`src/hw/rtl/epdc_pkg.sv`:
```
// ----------------------------------------------------------------------------
// Exponential PDF/CDF package
// Shared widths, constants and record types of the exponential evaluator.
// ----------------------------------------------------------------------------
package epdc_pkg;

	localparam int FRAC_BITS = 16;
	localparam int DATA_W    = 32;
	localparam int EXP_FB    = 30;
	localparam int PROD_W    = 2 * DATA_W - 1;
	localparam int CAP_LOG2  = 6;
	localparam int T_W       = EXP_FB + CAP_LOG2;
	localparam int K_W       = 7;
	localparam int TERMS     = 13;
	localparam int SH_R      = (2 * FRAC_BITS > EXP_FB) ? 2 * FRAC_BITS - EXP_FB : 0;
	localparam int SH_L      = (2 * FRAC_BITS < EXP_FB) ? EXP_FB - 2 * FRAC_BITS : 0;

	localparam logic [EXP_FB-1:0] LN2_Q30 = 30'd744261118;

	localparam int RECIP_SH = 50;
	localparam int T_DROP   = 10;
	localparam int RECIP_W  = 21;
	localparam logic [63:0] RECIP = (64'd1 << RECIP_SH) / 64'(LN2_Q30);
	localparam logic [63:0] K_MAX = (64'd1 << T_W) / 64'(LN2_Q30);

	localparam logic OP_PDF     = 1'b0;
	localparam logic OP_CDF     = 1'b1;
	localparam logic STATUS_OK  = 1'b0;
	localparam logic STATUS_NEG = 1'b1;

	localparam int LATENCY = 3 + 3 * TERMS + 2;

	typedef struct packed {
		logic valid;
		logic op;
		logic neg;
		logic under;
		logic last;
	} epdc_ctl_t;

	typedef struct packed {
		epdc_ctl_t         ctl;
		logic [K_W-1:0]    k;
		logic [EXP_FB-1:0] rem;
		logic [EXP_FB+1:0] sum;
	} epdc_rec_t;

endpackage

```
`src/hw/rtl/epdc_back.sv`:
```
// ----------------------------------------------------------------------------
// Exponential back end
// Scales the series result by 2^-k and forms density or cumulative value.
// ----------------------------------------------------------------------------
module epdc_back import epdc_pkg::*; (
	input  logic              clk,
	input  logic              arst_n,
	input  logic              en,
	input  epdc_rec_t         rec,
	input  logic [DATA_W-1:0] rate,
	output logic              out_valid,
	output logic [DATA_W-1:0] value,
	output logic              status,
	output logic              last_result
);

	function automatic logic [63:0] round_shift(input logic [63:0] v, input logic [7:0] s);
		logic [63:0] r;
		if (s >= 8'd63) begin
			r = 64'd0;
		end else if (s == 8'd0) begin
			r = v;
		end else begin
			r = (v + (64'd1 << (s - 8'd1))) >> s;
		end
		return r;
	endfunction

	epdc_ctl_t         ctl_d1;
	logic [PROD_W-1:0] prod_d1;
	logic [63:0]       e_d1;
	logic [K_W-1:0]    k_d1;
	logic [63:0]       pdf_w;
	logic [63:0]       ex_w;
	logic [DATA_W-1:0] val_w;
	logic [63:0]       one_w;

	assign one_w = 64'd1 << FRAC_BITS;
	assign pdf_w = round_shift(64'(prod_d1), 8'(EXP_FB) + 8'(k_d1));
	assign ex_w  = round_shift(e_d1, 8'(EXP_FB - FRAC_BITS) + 8'(k_d1));

	always_comb begin
		priority if (ctl_d1.neg) begin
			val_w = '0;
		end else if (ctl_d1.under) begin
			val_w = (ctl_d1.op == OP_CDF) ? DATA_W'(one_w) : '0;
		end else if (ctl_d1.op == OP_CDF) begin
			val_w = (ex_w >= one_w) ? '0 : DATA_W'(one_w - ex_w);
		end else begin
			val_w = (pdf_w[63:DATA_W] != '0) ? '1 : pdf_w[DATA_W-1:0];
		end
	end

	always_ff @(posedge clk or negedge arst_n) begin
		if (!arst_n) begin
			ctl_d1.valid <= 1'b0;
			out_valid    <= 1'b0;
		end else if (en) begin
			ctl_d1  <= rec.ctl;
			prod_d1 <= PROD_W'(rate) * PROD_W'(rec.sum[EXP_FB:0]);
			e_d1    <= 64'(rec.sum);
			k_d1    <= rec.k;

			out_valid   <= ctl_d1.valid;
			value       <= val_w;
			status      <= ctl_d1.neg ? STATUS_NEG : STATUS_OK;
			last_result <= ctl_d1.last;
		end
	end

endmodule

```
`config.mk`:
```
export PLATFORM = sky130hd
export DESIGN_NAME = epdc_back
export DESIGN_NICKNAME = d
export VERILOG_FILES = /design/src/hw/rtl/epdc_pkg.sv /design/src/hw/rtl/epdc_back.sv
export SDC_FILE = /design/constraint.sdc
export NUM_CORES = 2
export LEC_CHECK = 0
export BUFFER_PORTS_ARGS = -buffer_cell sky130_fd_sc_hd__buf_4
export CAP_MARGIN = 40
export CORE_MARGIN = 8
export CORE_UTILIZATION = 30
export DETAILED_ROUTE_END_ITERATION = 10
export GPL_TIMING_DRIVEN = 0
export PLACE_DENSITY_LB_ADDON = 0.25
export SKIP_LAST_GASP = 1
export SLEW_MARGIN = 20
export SYNTH_ARGS = -nofsm -noshare
export SYNTH_HDL_FRONTEND = slang
export SYNTH_SLANG_ARGS = --single-unit
```
`constraint.sdc`:
```
create_clock -name clk -period 10.1 [get_ports clk]
set_clock_uncertainty 0.2 [all_clocks]
set_input_delay 1.515 -clock clk [delete_from_list [all_inputs] [get_ports clk]]
set_output_delay 1.515 -clock clk [all_outputs]
set_load 0.005 [all_outputs]
```
Word-level counts from Yosys, hierarchy flattened
Cells that the tools add are included.

Register bits after elaboration: 142. Input port bits: 109. Output and inout bits: 35. Word-level logic and storage cells: 41.

Add/subtract/negate cells: 7. Multipliers: 1. $lt $le $gt $ge: 3. Shifts and indexed selects: 4. Muxes and demuxes: 10. Reductions and logical operators: 4.

Operators by type and width (count): $mux W64 (4); $mux W32 (4); $shl A1 B8 Y64 const A (2); $shr A64 B8 Y64 (2); $add A32 B64 Y64 (1); $add A63 B64 Y64 (1); $ge A64 B17 Y1 const B (1); $mul A32 B31 Y63 (1); $reduce_bool A32 Y1 (1); $sub A17 B32 Y32 const A (1); $mux W17 (1); $ge A8 B6 Y1 const B (2); $logic_not A8 Y1 (2); $sub A8 B1 Y8 const B (2); $add A4 B7 Y8 const A (1); $add A5 B7 Y8 const A (1); $reduce_and A2 Y1 (1); $mux W1 (1).

Depth between registers and ports, before layout
Depth in word-level cells: 11. Gate-level depth with buffers: 35. Gate-level depth less buffers: 33.

Least setup slack after synthesis
No wires, ideal clock.

Path type: input-to-reg. Start point: input rec[4] (netlist bit). End point: register prod_d1[61] (data pin). Library setup time: 265 ps. Data arrival time: 8642 ps. Setup slack: 993 ps. Cell stages on the path: 28. Path buffers: 1. Path through: clkbuf_1 nand2_1 fa_1 inv_1 fa_1 fa_1 fa_1 fa_1 inv_1 fa_1 fa_1 fa_1 inv_1 ha_1 nand3_1 o21ai_0 a21oi_1 nor2b_1 a211oi_1 o21ai_0 nand3_1 a31oi_1 nor2_1 or3_1 o21ai_0 nand2_1 o21ai_0 xor2_1.

Longest elaborated chain between the ends: 1.

RTL lines: from (decl) (RTL line epdc_back.sv:9) `input epdc_rec_t rec,`; $mul A32 B31 Y63 (RTL line epdc_back.sv:60) `prod_d1 <= PROD_W'(rate) * PROD_W'(rec.sum[EXP_FB:0]);`; to (signal assigned) (RTL line epdc_back.sv:60); to (decl) (RTL line epdc_back.sv:30) `logic [PROD_W-1:0] prod_d1;`.

Every way passes these cells. A chain may end at the register's enable or synchronous reset.

Worst setup path after layout
Start point: input rate[17]. End point: register prod_d1[61] (data pin).

Longest elaborated chain between the ends: 1.

RTL lines: from (decl) (RTL line epdc_back.sv:10) `input logic [DATA_W-1:0] rate,`; $mul A32 B31 Y63 (RTL line epdc_back.sv:60).

Every way passes these cells.

==> results.cfg <==
[outcome]
outcome = complete, no violations

[job]
cap_violations = 0

[route]
vias = 43000
wl_per_cell_um = 26.4
ant_nets = 0
dr.pass1.iters = 6
drt_iter0_markers = 4477
drc_errors = 0
viasPerCell = 5.40
wirelength_um = 210000

[synth]
synth_warnings = 0
synth-edff-count = 140
synth_commonest_cells = nand2_1, inv_1, fa_1
synth_top_area_cell = fa_1
ys_ff_latch = 142
synthTopCellsByArea = fa_1, ha_1, edfxtp_1, nand2_1, inv_1
synthArstFlopShare = 0.0141
ys_seq_area_frac = 0.0892
synth_most_common_cell = nand2_1
synth_xor_area_frac = 0.0224
syn_nets = 6972
synth_cells = 5641
avgSynthCellArea_um2 = 8.46
synth-simple-area-share = 0.183
synth_flop_cell = edfxtp_1
synth_area_um2 = 47700
synth_compound_area_frac = 0.128
ys_types = 96
muxShareOfSynthArea = 0.0216
synth_top_area_share = 0.363
synth_top_family_by_area = adder cells
synthAdderAreaFrac = 0.457

[layout]
layout.nets = 7193
fillers = 16800
drive_gt1_frac = 0.0693
area_growth_pct = 11.3

[placement]
dpl.hpwl_um = 180000
routabilityCongestion = 0.981
port_buffers = 113

[floorplanning]
core_um2 = 158000
start_util = 0.301
die_y_um = 415
rows = 146
dieArea_um2 = 172000
dieWidth_um = 415
io_pins = 144

[clocking]
clock_latency_ns = 0.49
cts-buffers-inserted = 17
cts_max_level = 4
ctsHoldBuffers = 0
clock-root-buffer = clkbuf_16
clock_path_buffers = 2
clkSinkCount = 142
tritoncts = yes
clkTransAtPathRegs_ns = 0.07

[critical_path]
reg2regPathDepth = 31
required_ns = 10.13
cp_top_family = adder cells
crit_path_start_kind = primary input
critPathSlowestCell = clkbuf_1
cp_num_cells = 31
end_kind = register
max_stage_delay_ns = 0.64
critPathBufInv = 9
setup.worst_path.class = in -> reg
worstPathMaxFanout = 10
crit_arrival_ns = 9.86
cpMostUsedCell = fa_1

[grt]
grt_pass1_vias = 43800
grt_usage = 0.237
grt_pass1_wl_um = 304000
grt_overflow = 0
grt_start_max_net_pins = 60
antenna_found_initial = 14

[timing]
tns_ns = 0
tightest_slew_ns = 0.963
fin_crit_sh = 0.974
max-slew-margin-rel = 0.358
max_freq_mhz = 102
setup_violations = 0
slew_viol_final = 0
grt_setup_unrepaired = yes
final.min_clock_period_ns = 9.84
hold_viol = 0

[min_path]
min_path_cells = 0
hold_class = reg -> reg
==> kinds of logic (layout without fill, tap and decap cells) <==
kind of cell,count (synthesis),in the layout
and+or+nand+nor,1899,1899
buffers and inverters,1264,1498
adders and majority gates,1222,1222
AOI/OAI and AO/OA,911,911
DFF,142,142
xor gates and xnor gates,121,121
muxes,82,82
other,0,9
==> stage by stage <==
stage	utilization	cells	hold slack [ns]	instance area [um2]	worst slack, ns
finish	0.336	7956	0.213	53100	0.265
global route	0.335	7949	0.215	53100	0.00355
CTS	0.334	7941	0.216	52900	0.00291
detailed placement	0.330	7911	0.206	52200	-2.75
global placement	0.323	7826	0.203	51100	-3.19
floorplan	-	5641	0.200	47700	0.993
==> worst reg2reg max path, delay by kind of cell (launching register included) <==
kind                     cells  cell delay (ns)
flip-flops                   1             0.56
XOR/XNOR                     2             0.66
AO/OA/AOI/OAI               11             2.89
adder cells (fa/ha/maj)      2             0.69
buffers and inverters        7             2.01
AND/OR/NAND/NOR              9             2.42
==> final timing paths <==
check | to | slack (ns) | startpoint
max | prod_d1[61] | 0.26 | rate[17]
min | last_result | 0.21 | ctl_d1[0]
max reg2reg | value[13] | 0.41 | k_d1[1]
min reg2reg | last_result | 0.21 | ctl_d1[0]
max in group asynchronous | out_valid | 9.01 | arst_n
min in group asynchronous | ctl_d1[4] | 0.60 | arst_n
==> timing repair <==
item	in CTS	in global routing
pin swaps	1	0
setup endpoints to repair	34	37
buffers inserted	3	4
resized for setup	43	79
cloned	0	2
==> registers in the layout, indices dropped and copies added, names as in the netlist <==
signal	flops
prod_d1	63
e_d1	32
value	32
k_d1	7
ctl_d1	5
last_result	1
out_valid	1
status	1
==> layout make-up <==
class                   instances  area, um2  area share
plain buffers                 306       1240      0.0233
repair buffers                212       2010      0.0378
clock buffers                  20        437     0.00823
flip-flops and latches        142       4250      0.0801
repair inverters                2       10.0    0.000189
clock inverters                12        138     0.00259
multi-input cells            4235      38800       0.731
diodes                          9       22.5    0.000424
well taps                    2072       2590      0.0488
inverters                     946       3560      0.0670
==> cells in the final DEF, fill, tap and decap left out, types with 41 or more instances in the layout <==
cell type,instances
nor3_1,103
mux2i_1,52
nand2_1,991
nand4_1,55
ha_1,356
inv_1,942
edfxtp_1,140
xnor2_1,68
xor2_1,49
fa_1,866
o21ai_0,154
a211oi_1,43
clkbuf_2,41
nor2_1,261
and2_1,233
a21o_1,124
clkbuf_1,245
nand3_1,62
buf_4,121
buf_6,63
a21oi_1,216
==> metal layers <==
| layer | up-vias | wire length, um | global-route usage |
|---|---|---|---|
| met5 | - | 13 | 0 |
| met1 | 21700 | 86000 | 0.309 |
| met3 | 485 | 16100 | 0.0333 |
| li1 | 18700 | - | - |
| met2 | 2130 | 95200 | 0.386 |
| met4 | 2 | 13100 | 0.117 |
Power is not shown: default switching activity piles up to over one toggle a cycle in this logic, so the estimate is an artifact.
