<file path="src/hw/rtl/epdc_pkg.sv">
// ----------------------------------------------------------------------------
// Exponential PDF/CDF package
// Shared widths, constants and record types of the exponential evaluator.
// ----------------------------------------------------------------------------
package epdc_pkg;

	localparam int FRAC_BITS = 16;
	localparam int DATA_W    = 32;
	localparam int EXP_FB    = 30;
	localparam int PROD_W    = 2 * DATA_W - 1;
	localparam int CAP_LOG2  = 6;
	localparam int T_W       = EXP_FB + CAP_LOG2;
	localparam int K_W       = 7;
	localparam int TERMS     = 13;
	localparam int SH_R      = (2 * FRAC_BITS > EXP_FB) ? 2 * FRAC_BITS - EXP_FB : 0;
	localparam int SH_L      = (2 * FRAC_BITS < EXP_FB) ? EXP_FB - 2 * FRAC_BITS : 0;

	localparam logic [EXP_FB-1:0] LN2_Q30 = 30'd744261118;

	localparam int RECIP_SH = 50;
	localparam int T_DROP   = 10;
	localparam int RECIP_W  = 21;
	localparam logic [63:0] RECIP = (64'd1 << RECIP_SH) / 64'(LN2_Q30);
	localparam logic [63:0] K_MAX = (64'd1 << T_W) / 64'(LN2_Q30);

	localparam logic OP_PDF     = 1'b0;
	localparam logic OP_CDF     = 1'b1;
	localparam logic STATUS_OK  = 1'b0;
	localparam logic STATUS_NEG = 1'b1;

	localparam int LATENCY = 3 + 3 * TERMS + 2;

	typedef struct packed {
		logic valid;
		logic op;
		logic neg;
		logic under;
		logic last;
	} epdc_ctl_t;

	typedef struct packed {
		epdc_ctl_t         ctl;
		logic [K_W-1:0]    k;
		logic [EXP_FB-1:0] rem;
		logic [EXP_FB+1:0] sum;
	} epdc_rec_t;

endpackage

</file>
<file path="src/hw/rtl/epdc_front.sv">
// ----------------------------------------------------------------------------
// Exponential front end
// Product of rate and sample, underflow test and reduction modulo ln2.
// ----------------------------------------------------------------------------
module epdc_front import epdc_pkg::*; (
	input  logic              clk,
	input  logic              arst_n,
	input  logic              en,
	input  logic              in_valid,
	input  logic              operation,
	input  logic [DATA_W-1:0] sample,
	input  logic              last_sample,
	input  logic [DATA_W-1:0] rate,
	output epdc_rec_t         rec
);

	epdc_ctl_t                   ctl_s1, ctl_s2;
	logic [PROD_W-1:0]           p_s1;
	logic [T_W-1:0]              t_s2;
	logic [K_W-1:0]              k_s2;
	logic [T_W-1:0]              t_w;
	logic [T_W-T_DROP+RECIP_W-1:0] kprod_w;
	logic [T_W:0]                kl_w;
	logic [T_W-1:0]              rem0_w;
	logic                        fix_w;

	assign t_w     = T_W'((p_s1 >> SH_R) << SH_L);
	assign kprod_w = t_w[T_W-1:T_DROP] * RECIP[RECIP_W-1:0];
	assign kl_w    = (T_W+1)'(k_s2) * (T_W+1)'(LN2_Q30);
	assign rem0_w  = t_s2 - kl_w[T_W-1:0];
	assign fix_w   = rem0_w >= T_W'(LN2_Q30);

	always_ff @(posedge clk or negedge arst_n) begin
		if (!arst_n) begin
			ctl_s1.valid    <= 1'b0;
			ctl_s2.valid    <= 1'b0;
			rec.ctl.valid   <= 1'b0;
		end else if (en) begin
			ctl_s1.valid <= in_valid;
			ctl_s1.op    <= operation;
			ctl_s1.neg   <= sample[DATA_W-1];
			ctl_s1.under <= 1'b0;
			ctl_s1.last  <= last_sample;
			p_s1         <= PROD_W'(rate) * PROD_W'(sample[DATA_W-2:0]);

			ctl_s2 <= '{valid: ctl_s1.valid, op: ctl_s1.op, neg: ctl_s1.neg,
				under: |p_s1[PROD_W-1:2*FRAC_BITS+CAP_LOG2], last: ctl_s1.last};
			t_s2         <= t_w;
			k_s2         <= kprod_w[RECIP_SH-T_DROP +: K_W];

			rec.ctl <= ctl_s2;
			rec.k   <= fix_w ? k_s2 + K_W'(1) : k_s2;
			rec.rem <= fix_w ? EXP_FB'(rem0_w - T_W'(LN2_Q30)) : EXP_FB'(rem0_w);
			rec.sum <= (EXP_FB+2)'(1) << EXP_FB;
		end
	end

endmodule

</file>
<file path="config.mk">
export PLATFORM = sky130hd
export DESIGN_NAME = epdc_front
export DESIGN_NICKNAME = d
export VERILOG_FILES = /design/src/hw/rtl/epdc_pkg.sv /design/src/hw/rtl/epdc_front.sv
export SDC_FILE = /design/constraint.sdc
export NUM_CORES = 2
export LEC_CHECK = 0
export ABC_AREA = 1
export BUFFER_PORTS_ARGS = -buffer_cell sky130_fd_sc_hd__buf_2
export CAP_MARGIN = 10
export CORE_UTILIZATION = 40
export DETAILED_ROUTE_END_ITERATION = 12
export GPL_TIMING_DRIVEN = 0
export MAX_ROUTING_LAYER = met4
export SKIP_CTS_REPAIR_TIMING = 1
export SLEW_MARGIN = 15
export SYNTH_ARGS = -nofsm -noshare
export SYNTH_HDL_FRONTEND = slang
export SYNTH_SLANG_ARGS = --single-unit
</file>
<file path="constraint.sdc">
create_clock -name clk -period 20.7 [get_ports clk]
set_clock_uncertainty 0.05 [all_clocks]
set_input_delay 4.14 -clock clk [delete_from_list [all_inputs] [get_ports clk]]
set_output_delay 4.14 -clock clk [all_outputs]
set_load 0.05 [all_outputs]
</file>
== Word level (Yosys, flattened, before mapping) ==
Index checks and enable logic that the tools add are counted.
Storage, ports and cells
  RAM bits: 0
  word-level logic and storage cells: 30
  output and inout bits: 74
  latch bits: 0
  bits in registers: 157
  memories kept: 0
  bits in read-only memories: 0
Operators by class
  $mul: 3
  bitwise logic cells: 0
  magnitude comparators: 1
  shift operators: 0
  eq/ne operators: 0
  $add $sub $neg: 3
  multiplexer cells: 2
  reductions and logical operators: 2
  div/mod/pow operators: 0
Operator list (number)
  $mul 32x31->63: 1
  $mul 26x21->47 const B: 1
  $ge 36x30->1 const B: 1
  $sub 36x36->36: 1
  $mul 7x29->35 const B: 1
  $mux 30: 1
  $sub 30x30->30 const B: 1
  $reduce_or 25->1: 1
  $add 7x1->7 const B: 1
  $mux 7: 1
  $reduce_and 2->1: 1

== Longest topological paths before layout ==
  word-level depth: 4
  mapped depth: 45
  gate-level depth less buffers: 43

== Worst setup path after synthesis ==
OpenSTA, ideal clock, no wires.
  path type: input-to-reg
  start point: input rate[19]
  end point: register p_s1[57], data pin
  stages: 31
  data required time: 20.390 ns
  data arrival time: 10.330 ns
  path buffers: 1
  setup slack: 10.060 ns
  cell sequence: clkbuf_1 nand2_1 fa_1 inv_1 fa_1 fa_1 inv_1 fa_1 inv_1 fa_1 inv_1 fa_1 inv_1 fa_1 inv_1 fa_1 inv_1 ha_1 nand2_1 nor2_1 inv_1 nor2_1 inv_1 nor4_1 nand3_1 nand3_1 nand2_1 o211ai_1 nand2_1 nand2_1 xor2_1
Between the ends
  cells in the longest elaborated chain, start to end: 1
RTL lines
  start: declaration: RTL line epdc_front.sv:13  | input logic [DATA_W-1:0] rate,
  $mul 32x31->63: RTL line epdc_front.sv:44  | p_s1 <= PROD_W'(rate) * PROD_W'(sample[DATA_W-2:0]);
  end signal: assignment: RTL line epdc_front.sv:44
  end: declaration: RTL line epdc_front.sv:18  | logic [PROD_W-1:0] p_s1;
No other way between the ends.
A chain may end at the register's enable or synchronous reset.

== Worst setup path in the final report ==
  start point: input sample[11]
  end point: register p_s1[46], data pin
Between the ends
  cells in the longest elaborated chain, start to end: 1
RTL lines
  start: declaration: RTL line epdc_front.sv:11  | input logic [DATA_W-1:0] sample,
  $mul 32x31->63: RTL line epdc_front.sv:44
No other way between the ends.

==> flow_summary.ini <==
[grt]
grt_pass1_vias = 45400
grt_max_degree = 102
grt_pass1_wl_microns = 286000
grt_overflow = 0
antenna_found_initial = 1
grt_util_all_layers = 0.293

[die]
fp.dieH_microns = 371
rows = 135
dieArea_sq_um = 138000
io-pin-count = 144
floorplan.die.width_microns = 371
initial_utilization = 0.403
placeableCoreArea_sq_um = 135000

[sta]
rsz0062_at_grt = false
tns_ns = 0
hold_viol = 0
timing.final.ws_setup_ns = 8.36
finalSetupViolCount = 0
slew_headroom = 0.104
drv_slew = 0
min_period_ns = 12.34
fmax_ghz = 0.0810
tightest_slew_ns = 1.34
fin_hold_ws_ns = 0.369
fin_crit_sh = 0.596

[status]
outcome = completed

[logic_synthesis]
synthSimpleGateAreaFrac = 0.166
synth_top_area_frac = 0.400
ys_seq_elements = 155
netlist_area_sq_um = 54500
yosys_warnings = 0
synth_top_family_by_area = adder cells
netlist_instances = 6704
synth_mux_area_frac = 0.000207
synth_top_area_cell = fa_1
synth_cell_type_count = 56
synth_fa_ha_area_frac = 0.544
ys.flop_type = edfxtp_1
synthArstFlopShare = 0.0194
synth_edf_count = 152
synth_xor_area_frac = 0.0202
synth_compound_area_frac = 0.0413
ys_top_cells_by_area = fa_1 40%, ha_1 14%, inv_1 12%
postSynthAreaPerCell_sq_um = 8.13
ys_seq_area_frac = 0.0851

[cts]
cts_sinks = 155
clk_pin_slew_ns = 0.06
cts_tree = yes
cts-buffers-inserted = 17
clk_latency_ns = 0.50
cts-root-buf = clkbuf_16
htreeDepth = 4
clk_path_buf_depth = 2

[final_layout]
syn_to_final_growth_pct = 6.46
multi_input_area_sq_um = 42200
fill_cells = 13800
drive_gt1_frac = 0.0352
final_common_cell = inv_1
area.sequential_sq_um = 4640
finalInstanceArea_sq_um = 58000
layout_common_cells = 1787 x inv_1, 1742 x nand2_1, 1090 x fa_1, 627 x ha_1, 253 x nor2_1
fin_nets = 8651

[worst_setup_path]
worst_ep_required_time_ns = 20.88
cp-start-kind = input port
path_max_fanout = 10
worstSetupEndpointType = flip-flop
slowest_stage = clkbuf_1
critPathArrivalTime_ns = 12.52
critPathKind = input port to flip-flop
crit_top_cell = fa_1
slowest_delay_ns = 0.84

[run]
max-cap-violations = 0

[detailed_routing]
vias = 44300
wl_microns = 193000
wl_per_cell_microns = 22.2
drc = 0
routed_via_density = 5.12
drtIter0Drc = 3341
drt-pass1-iter-count = 6
ant_nets = 0

[placement]
placed_cell_area_sq_um = 57500
io_buffers = 109
pre_cts_ws_ns = 7.86
post-dp-hpwl_microns = 165000
gp_congestion = 1.03

[min_path]
hold_class = flip-flop to flip-flop
-- logic make-up (layout without fill, tap and decap cells) --
| family | Yosys count | in the layout |
|---|---|---|
| buffers and inverters | 2037 | 2180 |
| muxes | 1 | 1 |
| adders and majority gates | 1717 | 1717 |
| AOI/OAI and AO/OA | 395 | 395 |
| xor gates and xnor gates | 126 | 126 |
| other | 2 | 33 |
| and+or+nand+nor | 2271 | 2271 |
| DFF | 155 | 155 |
-- flip-flops by register name (all words and copies together), names as in the netlist --
| signal | count |
|---|---|
| p_s1 | 61 |
| ctl_s1 | 4 |
| ctl_s2 | 5 |
| k_s2 | 7 |
| t_s2 | 36 |
| rec | 42 |
-- area by class of cell --
type	instances	area share
multi-input cells	4542	0.727
inverters	1805	0.117
well taps	1781	0.0384
plain buffers	232	0.0178
diodes	1	0.0000431
clock inverters	13	0.00248
flip-flops and latches	155	0.0799
clock buffers	19	0.00746
repair buffers	111	0.0101
-- metal layers --
| layer | GRT usage | up-vias | share of wire |
|---|---|---|---|
| met1 | 0.363 | 22100 | 0.40 |
| met4 | 0.139 | 0 | 0.055 |
| li1 | - | 20000 | - |
| met5 | - | - | 0 |
| met3 | 0.0502 | 415 | 0.077 |
| met2 | 0.465 | 1756 | 0.47 |
-- Yosys cell counts (all sizes together) (2+ instances only) --
master,count
a221oi,3
fa,1090
nand3,158
a31oi,24
edfxtp,152
o2111ai,3
nor4,11
clkbuf,189
o31ai,2
o21a,11
or2,7
clkinv,3
nor3,29
and2,3
o21bai,11
xnor2,38
a31o,2
xor2,88
dfrtp,3
nand2,1753
o21ai,101
and3,4
buf,43
a211oi,4
ha,627
o211ai,11
a21boi,4
nor2,262
conb,2
a21oi,190
inv,1802
nand3b,4
a21o,21
nand4,38
-- through the flow --
| step | cells | util |
|---|---|---|
| finish | 8659 | 0.429 |
| detailed placement | 8626 | 0.425 |
| CTS | 8658 | 0.429 |
| global route | 8659 | 0.429 |
| global placement | 8624 | 0.424 |
| floorplan | 6734 | - |
-- worst max-delay path: cells and delay by family --
family,cells,cell delay [ns]
XOR/XNOR,1,0.17
buffers and inverters,7,1.44
AO/OA/AOI/OAI,7,2.05
AND/OR/NAND/NOR,1,0.18
adder cells (fa/ha/maj),9,4.52
-- worst paths after layout --
path	start	to	slack, ns	depth (start not counted)
worst max-delay path	sample[11]	p_s1[46]$_DFFE_PP_	8.36	25
worst min-delay path	p_s1[5]$_DFFE_PP_	t_s2[3]$_DFFE_PP_	0.37	0
worst max register to register	k_s2[5]$_DFFE_PP_	rec[38]$_DFFE_PP_	12.19	39
worst min register to register	p_s1[5]$_DFFE_PP_	t_s2[3]$_DFFE_PP_	0.37	0
max in group asynchronous	arst_n	ctl_s2[4]$_DFFE_PN0P_	17.10	1
min in group asynchronous	arst_n	ctl_s1[4]$_DFFE_PN0P_	3.39	1
Power is not shown: default switching activity piles up to over one toggle a cycle in this logic, so the estimate is an artifact.
